===== config.mk =====
export PLATFORM = sky130hd
export DESIGN_NAME = nearest_palette_entry_pick_unit
export DESIGN_NICKNAME = d
export VERILOG_FILES = /design/src/npep_pkg.sv /design/src/npep_cfg.sv /design/src/npep_ctrl.sv /design/src/npep_dp.sv /design/src/nearest_palette_entry_pick_unit.sv
export SDC_FILE = /design/constraint.sdc
export NUM_CORES = 2
export LEC_CHECK = 0
export BUFFER_PORTS_ARGS = -buffer_cell sky130_fd_sc_hd__buf_2
export CORE_ASPECT_RATIO = 0.75
export CORE_MARGIN = 2
export CORE_UTILIZATION = 65
export CTS_BUF_LIST = sky130_fd_sc_hd__clkbuf_4 sky130_fd_sc_hd__clkbuf_8
export DETAILED_ROUTE_END_ITERATION = 7
export PLACE_DENSITY_LB_ADDON = 0.2
export SYNTH_ARGS = -nofsm -noshare
export SYNTH_HDL_FRONTEND = slang
export SYNTH_SLANG_ARGS = --single-unit

===== constraint.sdc =====
create_clock -name clk -period 9.3 [get_ports clk]
set_input_delay 1.395 -clock clk [delete_from_list [all_inputs] [get_ports clk]]
set_output_delay 1.395 -clock clk [all_outputs]
set_load 0.02 [all_outputs]

===== src/npep_pkg.sv =====
`default_nettype none

package npep_pkg;

  // Field widths
  localparam int COLOR_W    = 24;
  localparam int FIELD_IW   = 4;
  localparam int BAN_W      = 16;
  localparam int PSIZE_W    = 5;
  localparam int COST_W     = 20;
  localparam int CHAN_W     = 8;

  // Defaults
  localparam int DEFAULT_DEPTH = 16;
  localparam int PSIZE_RESET   = 16;

  // APB register file
  localparam int APB_DW = 32;
  localparam int APB_AW = 3;
  localparam logic [APB_AW-3:0] REG_PALETTE_SIZE = 1'b0;

  // Command codes
  localparam logic CMD_LOAD = 1'b0;
  localparam logic CMD_PICK = 1'b1;

  // Cost weights
  localparam int W_R        = 3;
  localparam int W_G        = 6;
  localparam int W_B        = 1;
  localparam int W_CHROMA   = 4;
  localparam int W_CONTRAST = 16;
  localparam int CHROMA_MAX = 128;
  localparam int LUMA_KNEE  = 72;

  // luma = floor(sum / 10) == (sum * LUMA_RECIP) >> LUMA_SHIFT for sum <= 2550
  localparam int LUMA_RECIP = 6554;
  localparam int LUMA_SHIFT = 16;
  localparam int LSUM_W     = 12;
  localparam int LPROD_W    = 24;

  typedef enum logic [3:0] {
    ST_IDLE,
    ST_LD_READ,
    ST_LD_WRITE,
    ST_LD_SWEEP,
    ST_LD_DRAIN,
    ST_PK_BACK,
    ST_PK_SCAN,
    ST_PK_DRAIN
  } npep_state_t;

  // What a palette read is for
  typedef enum logic [1:0] {
    KIND_OLD,
    KIND_SWEEP,
    KIND_BACK,
    KIND_ENTRY
  } npep_kind_t;

  // Read address source
  typedef enum logic [1:0] {
    SEL_LOAD,
    SEL_BACK,
    SEL_COUNT
  } npep_addr_sel_t;

  typedef struct packed {
    logic           accept;
    logic           rd_en;
    npep_addr_sel_t rd_sel;
    npep_kind_t     rd_kind;
    logic           wr_en;
    logic           pick_start;
    logic           load_result;
  } npep_cmd_t;

  typedef struct packed {
    logic pipe_busy;
  } npep_sts_t;

endpackage

`default_nettype wire


===== src/npep_cfg.sv =====
`default_nettype none

module npep_cfg (
  input  wire logic                            clk,
  input  wire logic                            rst_n,
  input  wire logic                            psel,
  input  wire logic                            penable,
  input  wire logic                            pwrite,
  input  wire logic [npep_pkg::APB_AW-1:0]     paddr,
  input  wire logic [npep_pkg::APB_DW-1:0]     pwdata,
  output logic      [npep_pkg::APB_DW-1:0]     prdata,
  output logic                                 pready,
  output logic      [npep_pkg::PSIZE_W-1:0]    psize
);

  logic [npep_pkg::PSIZE_W-1:0] psize_r;
  logic                         hit;
  logic                         wr;

  // Register decode, word addressed
  assign hit    = (paddr[npep_pkg::APB_AW-1:2] == npep_pkg::REG_PALETTE_SIZE);
  assign pready = 1'b1;
  assign wr     = psel & penable & pwrite & pready & hit;

  always_ff @(posedge clk) begin
    if (!rst_n) begin
      psize_r <= npep_pkg::PSIZE_W'(npep_pkg::PSIZE_RESET);
    end else if (wr) begin
      psize_r <= pwdata[npep_pkg::PSIZE_W-1:0];
    end
  end

  // Read back
  assign prdata = hit ? npep_pkg::APB_DW'(psize_r) : '0;
  assign psize  = psize_r;

endmodule

`default_nettype wire


===== src/npep_ctrl.sv =====
`default_nettype none

module npep_ctrl #(
  parameter int PALETTE_DEPTH = npep_pkg::DEFAULT_DEPTH
) (
  input  wire logic                                  clk,
  input  wire logic                                  rst_n,
  input  wire logic                                  in_valid,
  output logic                                       in_ready,
  input  wire logic                                  in_command,
  input  wire logic [npep_pkg::PSIZE_W-1:0]          psize,
  output logic                                       out_valid,
  input  wire logic                                  out_ready,
  output npep_pkg::npep_cmd_t                        cmd,
  input  wire npep_pkg::npep_sts_t                   sts,
  output logic [$clog2(PALETTE_DEPTH)-1:0]           cnt
);

  localparam int IW = $clog2(PALETTE_DEPTH);
  localparam int CW = $clog2(PALETTE_DEPTH + 1);
  localparam int LW = (CW > npep_pkg::PSIZE_W) ? CW : npep_pkg::PSIZE_W;

  npep_pkg::npep_state_t state_r, state_nxt;
  logic [IW-1:0]         cnt_r, cnt_nxt;
  logic [CW-1:0]         n_r, n_nxt;
  logic                  out_valid_r, out_valid_nxt;
  logic [LW-1:0]         ps_ext;
  logic [CW-1:0]         n_clamp;
  logic                  out_free;

  // Entries searched: size clamped to 1..PALETTE_DEPTH
  always_comb begin
    ps_ext = LW'(psize);
    if (ps_ext == '0) begin
      n_clamp = CW'(1);
    end else if (ps_ext > LW'(PALETTE_DEPTH)) begin
      n_clamp = CW'(PALETTE_DEPTH);
    end else begin
      n_clamp = CW'(ps_ext);
    end
  end

  assign out_free = !out_valid_r || out_ready;

  // State register
  always_ff @(posedge clk) begin
    if (!rst_n) begin
      state_r     <= npep_pkg::ST_IDLE;
      cnt_r       <= '0;
      n_r         <= CW'(PALETTE_DEPTH);
      out_valid_r <= 1'b0;
    end else begin
      state_r     <= state_nxt;
      cnt_r       <= cnt_nxt;
      n_r         <= n_nxt;
      out_valid_r <= out_valid_nxt;
    end
  end

  // Next state and commands
  always_comb begin
    state_nxt = state_r;
    cnt_nxt   = cnt_r;
    n_nxt     = n_r;
    cmd       = '0;
    in_ready  = 1'b0;
    case (state_r)
      npep_pkg::ST_IDLE: begin
        in_ready = 1'b1;
        if (in_valid) begin
          cmd.accept = 1'b1;
          if (in_command == npep_pkg::CMD_PICK) begin
            cmd.pick_start = 1'b1;
            n_nxt          = n_clamp;
            state_nxt      = npep_pkg::ST_PK_BACK;
          end else begin
            state_nxt = npep_pkg::ST_LD_READ;
          end
        end
      end
      npep_pkg::ST_LD_READ: begin
        // fetch the color being replaced
        cmd.rd_en   = 1'b1;
        cmd.rd_sel  = npep_pkg::SEL_LOAD;
        cmd.rd_kind = npep_pkg::KIND_OLD;
        state_nxt   = npep_pkg::ST_LD_WRITE;
      end
      npep_pkg::ST_LD_WRITE: begin
        cmd.wr_en = 1'b1;
        cnt_nxt   = '0;
        state_nxt = npep_pkg::ST_LD_SWEEP;
      end
      npep_pkg::ST_LD_SWEEP: begin
        // refresh duplicate flags over the whole store
        cmd.rd_en   = 1'b1;
        cmd.rd_sel  = npep_pkg::SEL_COUNT;
        cmd.rd_kind = npep_pkg::KIND_SWEEP;
        cnt_nxt     = cnt_r + IW'(1);
        if (cnt_r == IW'(PALETTE_DEPTH - 1)) begin
          state_nxt = npep_pkg::ST_LD_DRAIN;
        end
      end
      npep_pkg::ST_LD_DRAIN: begin
        if (!sts.pipe_busy) begin
          state_nxt = npep_pkg::ST_IDLE;
        end
      end
      npep_pkg::ST_PK_BACK: begin
        cmd.rd_en   = 1'b1;
        cmd.rd_sel  = npep_pkg::SEL_BACK;
        cmd.rd_kind = npep_pkg::KIND_BACK;
        cnt_nxt     = '0;
        state_nxt   = npep_pkg::ST_PK_SCAN;
      end
      npep_pkg::ST_PK_SCAN: begin
        cmd.rd_en   = 1'b1;
        cmd.rd_sel  = npep_pkg::SEL_COUNT;
        cmd.rd_kind = npep_pkg::KIND_ENTRY;
        cnt_nxt     = cnt_r + IW'(1);
        if (CW'(cnt_r) == n_r - CW'(1)) begin
          state_nxt = npep_pkg::ST_PK_DRAIN;
        end
      end
      npep_pkg::ST_PK_DRAIN: begin
        // wait for the last cost, then for room in the output register
        if (!sts.pipe_busy && out_free) begin
          cmd.load_result = 1'b1;
          state_nxt       = npep_pkg::ST_IDLE;
        end
      end
      default: begin
        state_nxt = npep_pkg::ST_IDLE;
      end
    endcase
  end

  // Output valid: set on result load, cleared on transfer
  always_comb begin
    if (cmd.load_result) begin
      out_valid_nxt = 1'b1;
    end else if (out_valid_r && out_ready) begin
      out_valid_nxt = 1'b0;
    end else begin
      out_valid_nxt = out_valid_r;
    end
  end

  assign out_valid = out_valid_r;
  assign cnt       = cnt_r;

  a_load_room: assert property (@(posedge clk) disable iff (!rst_n)
    cmd.load_result |-> (!out_valid_r || out_ready))
    else $error("result loaded over a pending result");

  a_load_drained: assert property (@(posedge clk) disable iff (!rst_n)
    cmd.load_result |-> !sts.pipe_busy)
    else $error("result loaded before cost pipeline drained");

  a_scan_bound: assert property (@(posedge clk) disable iff (!rst_n)
    (state_r == npep_pkg::ST_PK_SCAN) |-> (CW'(cnt_r) < n_r))
    else $error("scan index beyond palette size");

  a_pick_start: assert property (@(posedge clk) disable iff (!rst_n)
    (in_valid && in_ready && (in_command == npep_pkg::CMD_PICK))
      |=> (state_r == npep_pkg::ST_PK_BACK))
    else $error("pick transfer did not start backdrop fetch");

endmodule

`default_nettype wire


===== src/npep_dp.sv =====
`default_nettype none

module npep_dp #(
  parameter int PALETTE_DEPTH = npep_pkg::DEFAULT_DEPTH
) (
  input  wire logic                                clk,
  input  wire logic                                rst_n,
  input  wire npep_pkg::npep_cmd_t                 cmd,
  input  wire logic [$clog2(PALETTE_DEPTH)-1:0]    cnt,
  input  wire logic [npep_pkg::FIELD_IW-1:0]       in_entry_index,
  input  wire logic [npep_pkg::COLOR_W-1:0]        in_entry_color,
  input  wire logic [npep_pkg::COLOR_W-1:0]        in_want_color,
  input  wire logic                                in_use_backdrop,
  input  wire logic [npep_pkg::FIELD_IW-1:0]       in_backdrop_index,
  input  wire logic [npep_pkg::BAN_W-1:0]          in_ban_mask,
  output npep_pkg::npep_sts_t                      sts,
  output logic      [npep_pkg::FIELD_IW-1:0]       out_picked_index,
  output logic      [npep_pkg::COST_W-1:0]         out_best_cost,
  output logic                                     out_ban_ignored
);

  localparam int IW  = $clog2(PALETTE_DEPTH);
  localparam int BW  = (IW > 4) ? IW : 4;
  localparam int CHW = npep_pkg::CHAN_W;
  localparam int CLW = npep_pkg::COLOR_W;
  localparam int SQW = 2 * CHW;
  localparam int PBW = 7;
  localparam int PSW = 2 * PBW + 3;

  // Index wrap modulo depth, repeated subtraction on a 4-bit value
  function automatic logic [IW-1:0] wrap_idx(input logic [npep_pkg::FIELD_IW-1:0] v);
    logic [8:0] t;
    t = 9'(v);
    for (int k = 0; k < 8; k++) begin
      if (t >= 9'(PALETTE_DEPTH)) t = t - 9'(PALETTE_DEPTH);
    end
    return t[IW-1:0];
  endfunction

  function automatic logic [CHW-1:0] absdiff(input logic [CHW-1:0] a, input logic [CHW-1:0] b);
    return (a > b) ? (a - b) : (b - a);
  endfunction

  function automatic logic [CHW-1:0] chroma(input logic [CLW-1:0] c);
    logic [CHW-1:0] r, g, b, hi, lo, span;
    r  = c[23:16];
    g  = c[15:8];
    b  = c[7:0];
    hi = (r > g) ? r : g;
    lo = (r < g) ? r : g;
    if (b > hi) hi = b;
    if (b < lo) lo = b;
    span = hi - lo;
    return (span > CHW'(npep_pkg::CHROMA_MAX)) ? CHW'(npep_pkg::CHROMA_MAX) : span;
  endfunction

  // Item registers
  logic [IW-1:0]           ld_idx_r, bd_idx_r;
  logic [CLW-1:0]          ld_color_r, want_r;
  logic                    use_bd_r;
  logic [npep_pkg::BAN_W-1:0] ban_r;

  // Palette store and duplicate tracking
  logic [CLW-1:0]          mem [PALETTE_DEPTH];
  logic [CLW-1:0]          rdata_r, old_r;
  logic [IW-1:0]           rd_addr;
  logic [PALETTE_DEPTH-1:0] canon_r;
  logic                    seen_new_r, seen_old_r;

  // Pipeline
  logic                    v1_r, v2_r, v3_r, v4_r, v5_r;
  npep_pkg::npep_kind_t    kind1_r, kind2_r, kind3_r;
  logic [IW-1:0]           idx1_r, idx2_r, idx3_r, idx4_r, idx5_r;
  logic                    cand2_r, cand3_r, cand4_r, cand5_r;
  logic                    ban2_r, ban3_r, ban4_r, ban5_r;
  logic [CHW-1:0]          dr2_r, dg2_r, db2_r, dc2_r;
  logic [npep_pkg::LSUM_W-1:0]  lsum2_r;
  logic [SQW-1:0]          sqr3_r, sqg3_r, sqb3_r, sqc3_r;
  logic [npep_pkg::LPROD_W-1:0] lprod3_r;
  logic [npep_pkg::COST_W-1:0]  w4_r, cost5_r;
  logic [PBW-1:0]          pb4_r;
  logic [CHW-1:0]          bd_luma_r;

  // Best trackers: over unbanned candidates and over all candidates
  logic                    any_ok_r, any_all_r;
  logic [npep_pkg::COST_W-1:0] best_ok_r, best_all_r;
  logic [IW-1:0]           idx_ok_r, idx_all_r;

  // Result register
  logic [npep_pkg::FIELD_IW-1:0] out_idx_r;
  logic [npep_pkg::COST_W-1:0]   out_cost_r;
  logic                          out_ign_r;

  logic                    sweep1, fwd1, hit_new, hit_old, ban1;
  logic [BW-1:0]           iext1;
  logic [npep_pkg::COST_W-1:0] w3;
  logic [CHW-1:0]          luma3, ld3;
  logic [PBW-1:0]          pb3;
  logic [PSW-1:0]          pen4;
  logic [npep_pkg::COST_W-1:0] cost4;
  logic                    upd_ok, upd_all;

  // Latch item fields on transfer
  always_ff @(posedge clk) begin
    if (cmd.accept) begin
      ld_idx_r   <= wrap_idx(in_entry_index);
      ld_color_r <= in_entry_color;
      want_r     <= in_want_color;
      use_bd_r   <= in_use_backdrop;
      bd_idx_r   <= wrap_idx(in_backdrop_index);
      ban_r      <= in_ban_mask;
    end
  end

  // Read address select
  always_comb begin
    case (cmd.rd_sel)
      npep_pkg::SEL_LOAD:  rd_addr = ld_idx_r;
      npep_pkg::SEL_BACK:  rd_addr = bd_idx_r;
      npep_pkg::SEL_COUNT: rd_addr = cnt;
      default:             rd_addr = cnt;
    endcase
  end

  // Palette memory, one port used per cycle
  always_ff @(posedge clk) begin
    if (cmd.wr_en) mem[ld_idx_r] <= ld_color_r;
    if (cmd.rd_en) rdata_r <= mem[rd_addr];
  end

  // Old color captured before overwrite
  always_ff @(posedge clk) begin
    if (cmd.wr_en) old_r <= rdata_r;
  end

  // Stage 1: read data back
  assign sweep1  = v1_r && (kind1_r == npep_pkg::KIND_SWEEP);
  assign fwd1    = v1_r && ((kind1_r == npep_pkg::KIND_BACK) ||
                            (kind1_r == npep_pkg::KIND_ENTRY));
  assign hit_new = (rdata_r == ld_color_r);
  assign hit_old = (rdata_r == old_r);
  assign iext1   = BW'(idx1_r);
  assign ban1    = ((iext1 >> 4) == '0) && ban_r[iext1[3:0]];

  // Canonical flags: only entries holding the old or new color can change
  always_ff @(posedge clk) begin
    if (!rst_n) begin
      canon_r    <= '1;
      seen_new_r <= 1'b0;
      seen_old_r <= 1'b0;
    end else if (cmd.wr_en) begin
      seen_new_r <= 1'b0;
      seen_old_r <= 1'b0;
    end else if (sweep1) begin
      if (hit_new) begin
        canon_r[idx1_r] <= !seen_new_r;
        seen_new_r      <= 1'b1;
      end else if (hit_old) begin
        canon_r[idx1_r] <= !seen_old_r;
        seen_old_r      <= 1'b1;
      end
    end
  end

  // Stage 3 combinational: weighted sum and contrast base
  assign w3 = npep_pkg::COST_W'(sqr3_r) * npep_pkg::COST_W'(npep_pkg::W_R)
            + npep_pkg::COST_W'(sqg3_r) * npep_pkg::COST_W'(npep_pkg::W_G)
            + npep_pkg::COST_W'(sqb3_r) * npep_pkg::COST_W'(npep_pkg::W_B)
            + npep_pkg::COST_W'(sqc3_r) * npep_pkg::COST_W'(npep_pkg::W_CHROMA);
  assign luma3 = lprod3_r[npep_pkg::LUMA_SHIFT +: CHW];
  assign ld3   = absdiff(luma3, bd_luma_r);
  assign pb3   = (use_bd_r && (ld3 < CHW'(npep_pkg::LUMA_KNEE)))
               ? PBW'(CHW'(npep_pkg::LUMA_KNEE) - ld3) : '0;

  // Stage 4 combinational: penalty square and total
  assign pen4  = PSW'(pb4_r) * PSW'(pb4_r) * PSW'(npep_pkg::W_CONTRAST);
  assign cost4 = w4_r + npep_pkg::COST_W'(pen4);

  // Stage 5 combinational: running minimum, ties keep the earlier entry
  assign upd_all = v5_r && cand5_r && (!any_all_r || (cost5_r < best_all_r));
  assign upd_ok  = v5_r && cand5_r && !ban5_r && (!any_ok_r || (cost5_r < best_ok_r));

  // Pipeline valids
  always_ff @(posedge clk) begin
    if (!rst_n) begin
      v1_r <= 1'b0;
      v2_r <= 1'b0;
      v3_r <= 1'b0;
      v4_r <= 1'b0;
      v5_r <= 1'b0;
    end else begin
      v1_r <= cmd.rd_en;
      v2_r <= fwd1;
      v3_r <= v2_r;
      v4_r <= v3_r && (kind3_r == npep_pkg::KIND_ENTRY);
      v5_r <= v4_r;
    end
  end

  // Pipeline payload
  always_ff @(posedge clk) begin
    kind1_r  <= cmd.rd_kind;
    idx1_r   <= rd_addr;
    // stage 1 -> 2: differences, chroma, luma sum
    kind2_r  <= kind1_r;
    idx2_r   <= idx1_r;
    cand2_r  <= canon_r[idx1_r];
    ban2_r   <= ban1;
    dr2_r    <= absdiff(want_r[23:16], rdata_r[23:16]);
    dg2_r    <= absdiff(want_r[15:8], rdata_r[15:8]);
    db2_r    <= absdiff(want_r[7:0], rdata_r[7:0]);
    dc2_r    <= absdiff(chroma(want_r), chroma(rdata_r));
    lsum2_r  <= npep_pkg::LSUM_W'(rdata_r[23:16]) * npep_pkg::LSUM_W'(npep_pkg::W_R)
              + npep_pkg::LSUM_W'(rdata_r[15:8]) * npep_pkg::LSUM_W'(npep_pkg::W_G)
              + npep_pkg::LSUM_W'(rdata_r[7:0]) * npep_pkg::LSUM_W'(npep_pkg::W_B);
    // stage 2 -> 3: squares and luma scaling
    kind3_r  <= kind2_r;
    idx3_r   <= idx2_r;
    cand3_r  <= cand2_r;
    ban3_r   <= ban2_r;
    sqr3_r   <= SQW'(dr2_r) * SQW'(dr2_r);
    sqg3_r   <= SQW'(dg2_r) * SQW'(dg2_r);
    sqb3_r   <= SQW'(db2_r) * SQW'(db2_r);
    sqc3_r   <= SQW'(dc2_r) * SQW'(dc2_r);
    lprod3_r <= npep_pkg::LPROD_W'(lsum2_r) * npep_pkg::LPROD_W'(npep_pkg::LUMA_RECIP);
    // stage 3 -> 4
    idx4_r   <= idx3_r;
    cand4_r  <= cand3_r;
    ban4_r   <= ban3_r;
    w4_r     <= w3;
    pb4_r    <= pb3;
    // stage 4 -> 5
    idx5_r   <= idx4_r;
    cand5_r  <= cand4_r;
    ban5_r   <= ban4_r;
    cost5_r  <= cost4;
  end

  // Backdrop luma, taken from the first item of a pick
  always_ff @(posedge clk) begin
    if (v3_r && (kind3_r == npep_pkg::KIND_BACK)) bd_luma_r <= luma3;
  end

  // Best trackers
  always_ff @(posedge clk) begin
    if (!rst_n) begin
      any_ok_r  <= 1'b0;
      any_all_r <= 1'b0;
    end else if (cmd.pick_start) begin
      any_ok_r  <= 1'b0;
      any_all_r <= 1'b0;
    end else begin
      if (upd_ok)  any_ok_r  <= 1'b1;
      if (upd_all) any_all_r <= 1'b1;
    end
  end

  always_ff @(posedge clk) begin
    if (upd_ok) begin
      best_ok_r <= cost5_r;
      idx_ok_r  <= idx5_r;
    end
    if (upd_all) begin
      best_all_r <= cost5_r;
      idx_all_r  <= idx5_r;
    end
  end

  // Output register; the ban is dropped when no unbanned candidate exists
  always_ff @(posedge clk) begin
    if (cmd.load_result) begin
      out_idx_r  <= any_ok_r ? npep_pkg::FIELD_IW'(idx_ok_r)
                             : npep_pkg::FIELD_IW'(idx_all_r);
      out_cost_r <= any_ok_r ? best_ok_r : best_all_r;
      out_ign_r  <= !any_ok_r;
    end
  end

  assign out_picked_index = out_idx_r;
  assign out_best_cost    = out_cost_r;
  assign out_ban_ignored  = out_ign_r;

  assign sts.pipe_busy = v1_r | v2_r | v3_r | v4_r | v5_r;

endmodule

`default_nettype wire


===== src/nearest_palette_entry_pick_unit.sv =====
// Nearest palette entry pick unit.
//
// Input channel (in_valid/in_ready): one transfer carries a command. A load
// writes in_entry_color to slot in_entry_index; a pick searches the first
// palette_size entries for the canonical entry closest to in_want_color.
// Result channel (out_valid/out_ready): one transfer per pick, none per load.
// Configuration: APB register palette_size at byte address 0, reset value 16.
//
// Timing: one item at a time. A pick makes one backdrop read, then one palette
// read per entry of the clamped palette_size through a five-stage cost
// pipeline, then drains the pipeline. A load makes an old-color read and a
// write, then sweeps the whole store over its single read port to refresh
// the duplicate flags.
//
// The result sits in an output register; the next item is taken while it
// waits. A pick that finishes while the receiver still stalls holds until the
// register frees. Reset empties the pipeline and output, restores
// palette_size; palette contents are undefined until loaded.
`default_nettype none

module nearest_palette_entry_pick_unit #(
  parameter int PALETTE_DEPTH = npep_pkg::DEFAULT_DEPTH
) (
  input  wire logic                               clk,
  input  wire logic                               rst_n,
  // input channel
  input  wire logic                               in_valid,
  output logic                                    in_ready,
  input  wire logic                               in_command,
  input  wire logic [npep_pkg::FIELD_IW-1:0]      in_entry_index,
  input  wire logic [npep_pkg::COLOR_W-1:0]       in_entry_color,
  input  wire logic [npep_pkg::COLOR_W-1:0]       in_want_color,
  input  wire logic                               in_use_backdrop,
  input  wire logic [npep_pkg::FIELD_IW-1:0]      in_backdrop_index,
  input  wire logic [npep_pkg::BAN_W-1:0]         in_ban_mask,
  // result channel
  output logic                                    out_valid,
  input  wire logic                               out_ready,
  output logic      [npep_pkg::FIELD_IW-1:0]      out_picked_index,
  output logic      [npep_pkg::COST_W-1:0]        out_best_cost,
  output logic                                    out_ban_ignored,
  // APB configuration
  input  wire logic                               psel,
  input  wire logic                               penable,
  input  wire logic                               pwrite,
  input  wire logic [npep_pkg::APB_AW-1:0]        paddr,
  input  wire logic [npep_pkg::APB_DW-1:0]        pwdata,
  output logic      [npep_pkg::APB_DW-1:0]        prdata,
  output logic                                    pready
);

  localparam int IW = $clog2(PALETTE_DEPTH);

  npep_pkg::npep_cmd_t          cmd;
  npep_pkg::npep_sts_t          sts;
  logic [IW-1:0]                cnt;
  logic [npep_pkg::PSIZE_W-1:0] psize;

  npep_cfg u_cfg (
    .clk     (clk),
    .rst_n   (rst_n),
    .psel    (psel),
    .penable (penable),
    .pwrite  (pwrite),
    .paddr   (paddr),
    .pwdata  (pwdata),
    .prdata  (prdata),
    .pready  (pready),
    .psize   (psize)
  );

  npep_ctrl #(
    .PALETTE_DEPTH (PALETTE_DEPTH)
  ) u_ctrl (
    .clk        (clk),
    .rst_n      (rst_n),
    .in_valid   (in_valid),
    .in_ready   (in_ready),
    .in_command (in_command),
    .psize      (psize),
    .out_valid  (out_valid),
    .out_ready  (out_ready),
    .cmd        (cmd),
    .sts        (sts),
    .cnt        (cnt)
  );

  npep_dp #(
    .PALETTE_DEPTH (PALETTE_DEPTH)
  ) u_dp (
    .clk               (clk),
    .rst_n             (rst_n),
    .cmd               (cmd),
    .cnt               (cnt),
    .in_entry_index    (in_entry_index),
    .in_entry_color    (in_entry_color),
    .in_want_color     (in_want_color),
    .in_use_backdrop   (in_use_backdrop),
    .in_backdrop_index (in_backdrop_index),
    .in_ban_mask       (in_ban_mask),
    .sts               (sts),
    .out_picked_index  (out_picked_index),
    .out_best_cost     (out_best_cost),
    .out_ban_ignored   (out_ban_ignored)
  );

endmodule

`default_nettype wire


After elaboration in Yosys (flattened, before gate mapping) --
Memories as Yosys holds them, arrays and structs flattened. A register that Yosys moved wholly into a read port is not among the register bits. Index checks and enable logic that the tools add are counted.
Word-level totals: register bits after elaboration 434, word-level logic and storage cells 236, output and inout port bits 60, memory bits (writable) 384, memories 1
Cells by class: multiply operators 10, equal/unequal tests 22, reductions and logical operators 38, add/sub/neg operators 21, bitwise operators 11, muxes and demuxes 53, $lt $le $gt $ge 21
Memory list:
- u_dp.mem | words 16, bits a word 24, rd ports 1, clocked after Yosys merged registers in 1, write ports 1, line npep_dp.sv:64 | logic [CLW-1:0] mem [PALETTE_DEPTH];
Operators by type and width (count):
- $mux W8 | 15
- $sub A8 B8 Y8 | 12
- $gt A8 B8 Y1 | 9
- $mul A8 B8 Y16 | 4
- $eq A24 B24 Y1 | 2
- $lt A20 B20 Y1 | 2
- $mul A16 B2 Y18 const B | 2
- $bwmux W16 | 2
- $lt A8 B8 Y1 | 4
- $mux W16 | 2
- $pmux W4 S8 | 1
- $mux W4 | 6
- $mul A12 B12 Y23 const B | 1
- $add A18 B19 Y20 | 1
- $add A20 B16 Y20 | 1
- $add A20 B17 Y20 | 1
- $add A20 B18 Y20 | 1
- $mul A8 B2 Y10 const B | 2
- $mux W20 | 1
- $pmux W5 S4 | 1
- $eq A4 B3 Y1 const B | 4
- $gt A8 B8 Y1 const B | 2
- $mux W1 | 16
- $pmux W4 S2 | 2
- other kinds (36) | 82

Longest topological paths before layout --
depth after elaboration 9, depth in mapped cells 40

Cells and area by module --
A second synthesis with hierarchy kept.
Unflattened totals: cells, all modules 4069, area, all modules 48736.7 sq um
By module, submodules not included:
- npep_dp | area an instance 47346.7 sq um, times used 1, cells an instance 3897
- npep_ctrl | area an instance 910.9 sq um, times used 1, cells an instance 114
- npep_cfg | area an instance 479.2 sq um, times used 1, cells an instance 58

Worst setup path after synthesis --
OpenSTA, ideal clock, no wires.
path type register to register, start point register u_dp.rdata_r[15] (read register of u_dp.mem), end point register u_dp.dc2_r[7], arrival time 8088 ps, library setup time 72 ps, slack 1140 ps, period minus slack after synthesis 8160 ps, stages on the path, launching flop included 39, cells stage by stage edfxtp_1 > clkbuf_1 > inv_1 > ha_1 > a21oi_1 > and2_1 > nor2_1 > nor2_1 > clkbuf_1 > a21oi_1 > ha_1 > nand4_1 > a21oi_1 > a211oi_1 > o21ai_1 > mux2_2 > inv_1 > ha_1 > [... 3 more ...] > a21o_1 > a2111oi_0 > or3_1 > or4_1 > clkbuf_1 > clkbuf_1 > a21oi_1 > ha_1 > fa_1 > nand2b_1 > a21boi_0 > o21ai_0 > a2111oi_0 > o22a_1 > clkbuf_1 > nor2_1 > a32oi_1 > xnor2_1
Between the ends: word-level cells in the longest chain between the ends 9, elaborated cells on any way between the ends 15, classes of those cells 3 x add/sub; 6 x order compare; 6 x mux
Ends and longest elaborated chain:
- start, declared | line npep_dp.sv:65 | logic [CLW-1:0] rdata_r, old_r;
- $gt A8 B8 Y1 or $lt A8 B8 Y1 (tied branches) | line npep_dp.sv:49, npep_dp.sv:50
- $mux W8 (on tied branches) | line npep_dp.sv:49, npep_dp.sv:50
- $gt A8 B8 Y1 or $lt A8 B8 Y1 (tied branches) | line npep_dp.sv:51, npep_dp.sv:52
- $mux W8 (on tied branches) | line npep_dp.sv:51, npep_dp.sv:52
- $sub A8 B8 Y8 (*) | line npep_dp.sv:53 | span = hi - lo;
- $gt A8 B8 Y1 | line npep_dp.sv:54 | return (span > CHW'(npep_pkg::CHROMA_MAX)) ? CHW'(npep_pkg::CHROMA_MAX) : span;
- $mux W8 (*) | line npep_dp.sv:54
- $sub A8 B8 Y8 or $gt A8 B8 Y1 (tied branches) | line npep_dp.sv:41 | return (a > b) ? (a - b) : (b - a);
- $mux W8 (*) | line npep_dp.sv:41
- end signal, assigned | line npep_dp.sv:212 | dc2_r <= absdiff(chroma(want_r), chroma(rdata_r));
- end, declared | line npep_dp.sv:76 | logic [CHW-1:0] dr2_r, dg2_r, db2_r, dc2_r;
Mark *: on every way between the ends. The rest lies on a longest branch, timed or not. A chain may end at the register's enable or synchronous reset.

Worst setup path in the final report --
start point register u_dp.want_r[17], end point register u_dp.dc2_r[5]
Between the ends: word-level cells in the longest chain between the ends 9, elaborated cells on any way between the ends 15, classes of those cells 3 x add/sub; 6 x order compare; 6 x mux
Ends and longest elaborated chain:
- start, declared | line npep_dp.sv:59 | logic [CLW-1:0] ld_color_r, want_r;
- start signal, assigned | line npep_dp.sv:108 | want_r <= in_want_color;
- $gt A8 B8 Y1 or $lt A8 B8 Y1 (tied branches) | line npep_dp.sv:49, npep_dp.sv:50
- $mux W8 (on tied branches) | line npep_dp.sv:49, npep_dp.sv:50
- $gt A8 B8 Y1 or $lt A8 B8 Y1 (tied branches) | line npep_dp.sv:51, npep_dp.sv:52
- $mux W8 (on tied branches) | line npep_dp.sv:51, npep_dp.sv:52
- $sub A8 B8 Y8 (*) | line npep_dp.sv:53
- $gt A8 B8 Y1 | line npep_dp.sv:54
- $mux W8 (*) | line npep_dp.sv:54
- $sub A8 B8 Y8 or $gt A8 B8 Y1 (tied branches) | line npep_dp.sv:41
- $mux W8 (*) | line npep_dp.sv:41
Marks and branches as above.

==> results_dict.tcl <==
set metrics [dict create \
    status "complete, no violations" \
    min_to "u_dp.idx3_r[0]" \
    fp.dieH_um 240.8 \
    grt_start_max_net_pins 98 \
    clk_latency_ps 790 \
    drtAntennaViolNets 0 \
    period_minus_slack_ps 8497 \
    stdcell_count 5206 \
    place.gp.congestion 0.9122 \
    first_iter_violations 2735 \
    reg2reg_slack_ps 800 \
    synth_xor_area_frac 0.04211 \
    grt.total_usage 0.2724 \
    synth_cells 3944 \
    synth_ff_type "edfxtp_1" \
    core_um2 73710 \
    initial_core_util 0.6590 \
    synth-adder-area-share 0.2153 \
    cts_max_path_buffers 3 \
    worst_r2r_startpoint "u_dp.want_r[17]" \
    holdCritPathClass "flip-flop to flip-flop" \
    async_reset_ff_frac 0 \
    relSlewSlack 0.2108 \
    cpMostUsedCell "a21oi_1" \
    vias_per_cell 5.838 \
    h-tree-depth 3 \
    setup_tns_ps 0 \
    worstPathRequired_ps 9980 \
    clkTransAtPathRegs_ps 60 \
    cts-root-buf "clkbuf_8" \
    syn_area_per_cell_um2 12.32 \
    holdCritStartpoint "u_dp.idx2_r[0]" \
    ctsHoldBuffers 0 \
    netlist-cell-type-count 79 \
    hold_viol_final 0 \
    place_area_um2 50380 \
    worstPathMaxFanout 14 \
    die_w_um 319.7 \
    worstMarginPinSlew_ps 1181 \
    drc 0 \
    synth_edf_count 586 \
    synth-seq-area-share 0.4595 \
    firstDrtPassIters 7 \
    reg2reg_depth 34 \
    cts_tree "built" \
    cap_violations 0 \
    rows 86 \
    fillers 5062 \
    grt_pass1_wl_um 163600 \
    final_nets 4957 \
    cts_inserted_buffers 118 \
    slew_viol_final 0 \
    setup_viol 0 \
    crit_type "flip-flop to flip-flop" \
    synth_top_family_by_area "adder cells" \
    synth-seq-cells 822 \
    worst_path_largest_cell_delay_ps 590 \
    yosys_warnings 0 \
    die_area_um2 76960 \
    rsz0062_at_grt "no" \
    overflow 0 \
    drive_gt1_frac 0.1289 \
    wire_per_inst_um 19.56 \
    critPathArrivalTime_ps 9180 \
    area_growth_pct 8.863 \
    num_vias 30390 \
    synth_mux_area_frac 0.07846 \
    antenna_found_initial 3 \
    timing.fmax_ghz 0.1177 \
    dp.cells 4988 \
    stdcell_area_um2 52880 \
    finClkSkew_ps 67.68 \
    numPortBuffers 118 \
    slowest_stage "edfxtp_1" \
    fin_crit_sh 0.9137 \
    pin_count 176 \
    start_kind "flip-flop" \
    synth-compound-area-share 0.07593 \
    synth_simple_gate_area_frac 0.08047 \
    hold_path_depth 0 \
    cts.sinks 822 \
    hpwl_um 73210 \
    wirelength_um 101800 \
    syn-cell-area_um2 48580 \
    grt_pass1_vias 29970 \
    rr_endpoint "u_dp.dc2_r[5]" \
    crit_path_end_kind "flip-flop" \
]
worst max path at each step:
stage                           startpoint            end  slack (ps)  cells past startpoint
after detailed placement  u_dp.rdata_r[15]  u_dp.dc2_r[5]         640                     34
final                      u_dp.want_r[17]  u_dp.dc2_r[5]         800                     34
after floorplan           u_dp.rdata_r[15]  u_dp.dc2_r[7]        1140                     38
after CTS                 u_dp.rdata_r[15]  u_dp.dc2_r[5]         550                     34
after global placement     u_dp.want_r[19]  u_dp.dc2_r[5]         780                     31
after global routing        u_dp.want_r[9]  u_dp.dc2_r[5]           5                     35
what timing repair did:
item,4_1_cts,5_1_grt
resized for setup,0,4
buffers inserted,0,0
setup endpoints to repair,0,6
layer usage:
metal,track usage,share of wire,up-vias
li1,-,-,14310
met1,0.4127,0.46,14800
met2,0.4115,0.43,1123
met3,0.04951,0.085,155
met4,0.06618,0.021,0
met5,0,0,-
synthesized netlist by cell type (all sizes together), types with 60 or more instances:
| master | n | share of area |
|---|---|---|
| nand2 | 161 | 0.012 |
| nor2b | 68 | 0.0088 |
| edfxtp | 586 | 0.36 |
| o21ai | 121 | 0.012 |
| nor2 | 218 | 0.017 |
| and2 | 99 | 0.013 |
| xnor2 | 184 | 0.033 |
| mux4 | 107 | 0.050 |
| a21oi | 159 | 0.016 |
| a21o | 60 | 0.0093 |
| mux2i | 122 | 0.025 |
| ha | 476 | 0.12 |
| inv | 466 | 0.036 |
| dfxtp | 236 | 0.097 |
| fa | 225 | 0.093 |
registers in the layout, indices dropped and copies added, names as in the netlist, 12 cells and up:
name and count:
u_dp.rdata_r 24, u_dp.old_r 24, u_dp.mem 384, u_dp.ban_r 16, u_dp.sqg3_r 15, u_dp.sqc3_r 15, u_dp.ld_color_r 24, u_dp.best_all_r 20
u_dp.want_r 24, u_dp.cost5_r 20, u_dp.best_ok_r 20, u_dp.out_best_cost 20, u_dp.w4_r 20, u_dp.lsum2_r 12, u_dp.sqb3_r 15, u_dp.canon_r 16
u_dp.sqr3_r 15
kinds of logic after synthesis:
| group | after synthesis |
|---|---|
| compound gates | 569 |
| xor+xnor | 232 |
| fa+ha+maj | 701 |
| buf+inv | 584 |
| flops | 822 |
| mux | 245 |
| other cells | 2 |
| simple gates | 789 |
layout by cell type (no fill, tap or decap), drive strengths merged, types with 26 or more instances in the layout:
| master | synthesis | final |
|---|---|---|
| xor2 | 47 | 47 |
| nor2b | 68 | 68 |
| nand2 | 161 | 161 |
| inv | 466 | 469 |
| and2 | 99 | 99 |
| o21a | 37 | 37 |
| ha | 476 | 476 |
| dfxtp | 236 | 236 |
| xnor2 | 184 | 184 |
| buf | 58 | 167 |
| a21oi | 159 | 159 |
| conb | 2 | 28 |
| nand3 | 49 | 49 |
| nor3 | 54 | 54 |
| mux2i | 122 | 122 |
| edfxtp | 586 | 586 |
| nand4 | 28 | 28 |
| a211oi | 26 | 26 |
| a21o | 60 | 60 |
| nand2b | 28 | 28 |
| clkbuf | 59 | 168 |
| mux4 | 107 | 107 |
| fa | 225 | 225 |
| o21ai | 121 | 121 |
| nor2 | 218 | 218 |
| clkinv | 1 | 40 |
through the flow:
stage | utilization | hold slack (ps) | setup WS (ps)
after CTS | 0.7173 | 313.1 | 546.7
after global placement | 0.6836 | 311.0 | 777.5
after floorplan | - | 309.6 | 1140
after global routing | 0.7175 | 316.9 | 5.212
after detailed placement | 0.6836 | 312.1 | 641.3
final | 0.7175 | 306.6 | 802.9
worst max-delay path: cells and delay by family, from the launching register on:
kind / cells / cell delay [ps]
flip-flops: 1 / 590
multiplexers: 1 / 120
AO/OA/AOI/OAI: 17 / 3990
XOR/XNOR: 2 / 320
adder cells (fa/ha/maj): 5 / 1710
AND/OR/NAND/NOR: 8 / 1490
buffers and inverters: 1 / 180
final cells by class:
class	count	area (µm²)	share of cell area
multi-input cells	2564	24140	0.4565
flip-flops and latches	822	22320	0.4221
clock buffers	168	2087	0.03947
inverters	467	1753	0.03315
well taps	968	1211	0.02290
repair buffers	167	970.9	0.01836
clock inverters	49	396.6	0.007500
diodes	1	2.502	0.00004732
Power is left out: the tool's default activity adds up to more than one toggle a clock period on the data nets, which glitch-free logic cannot reach.
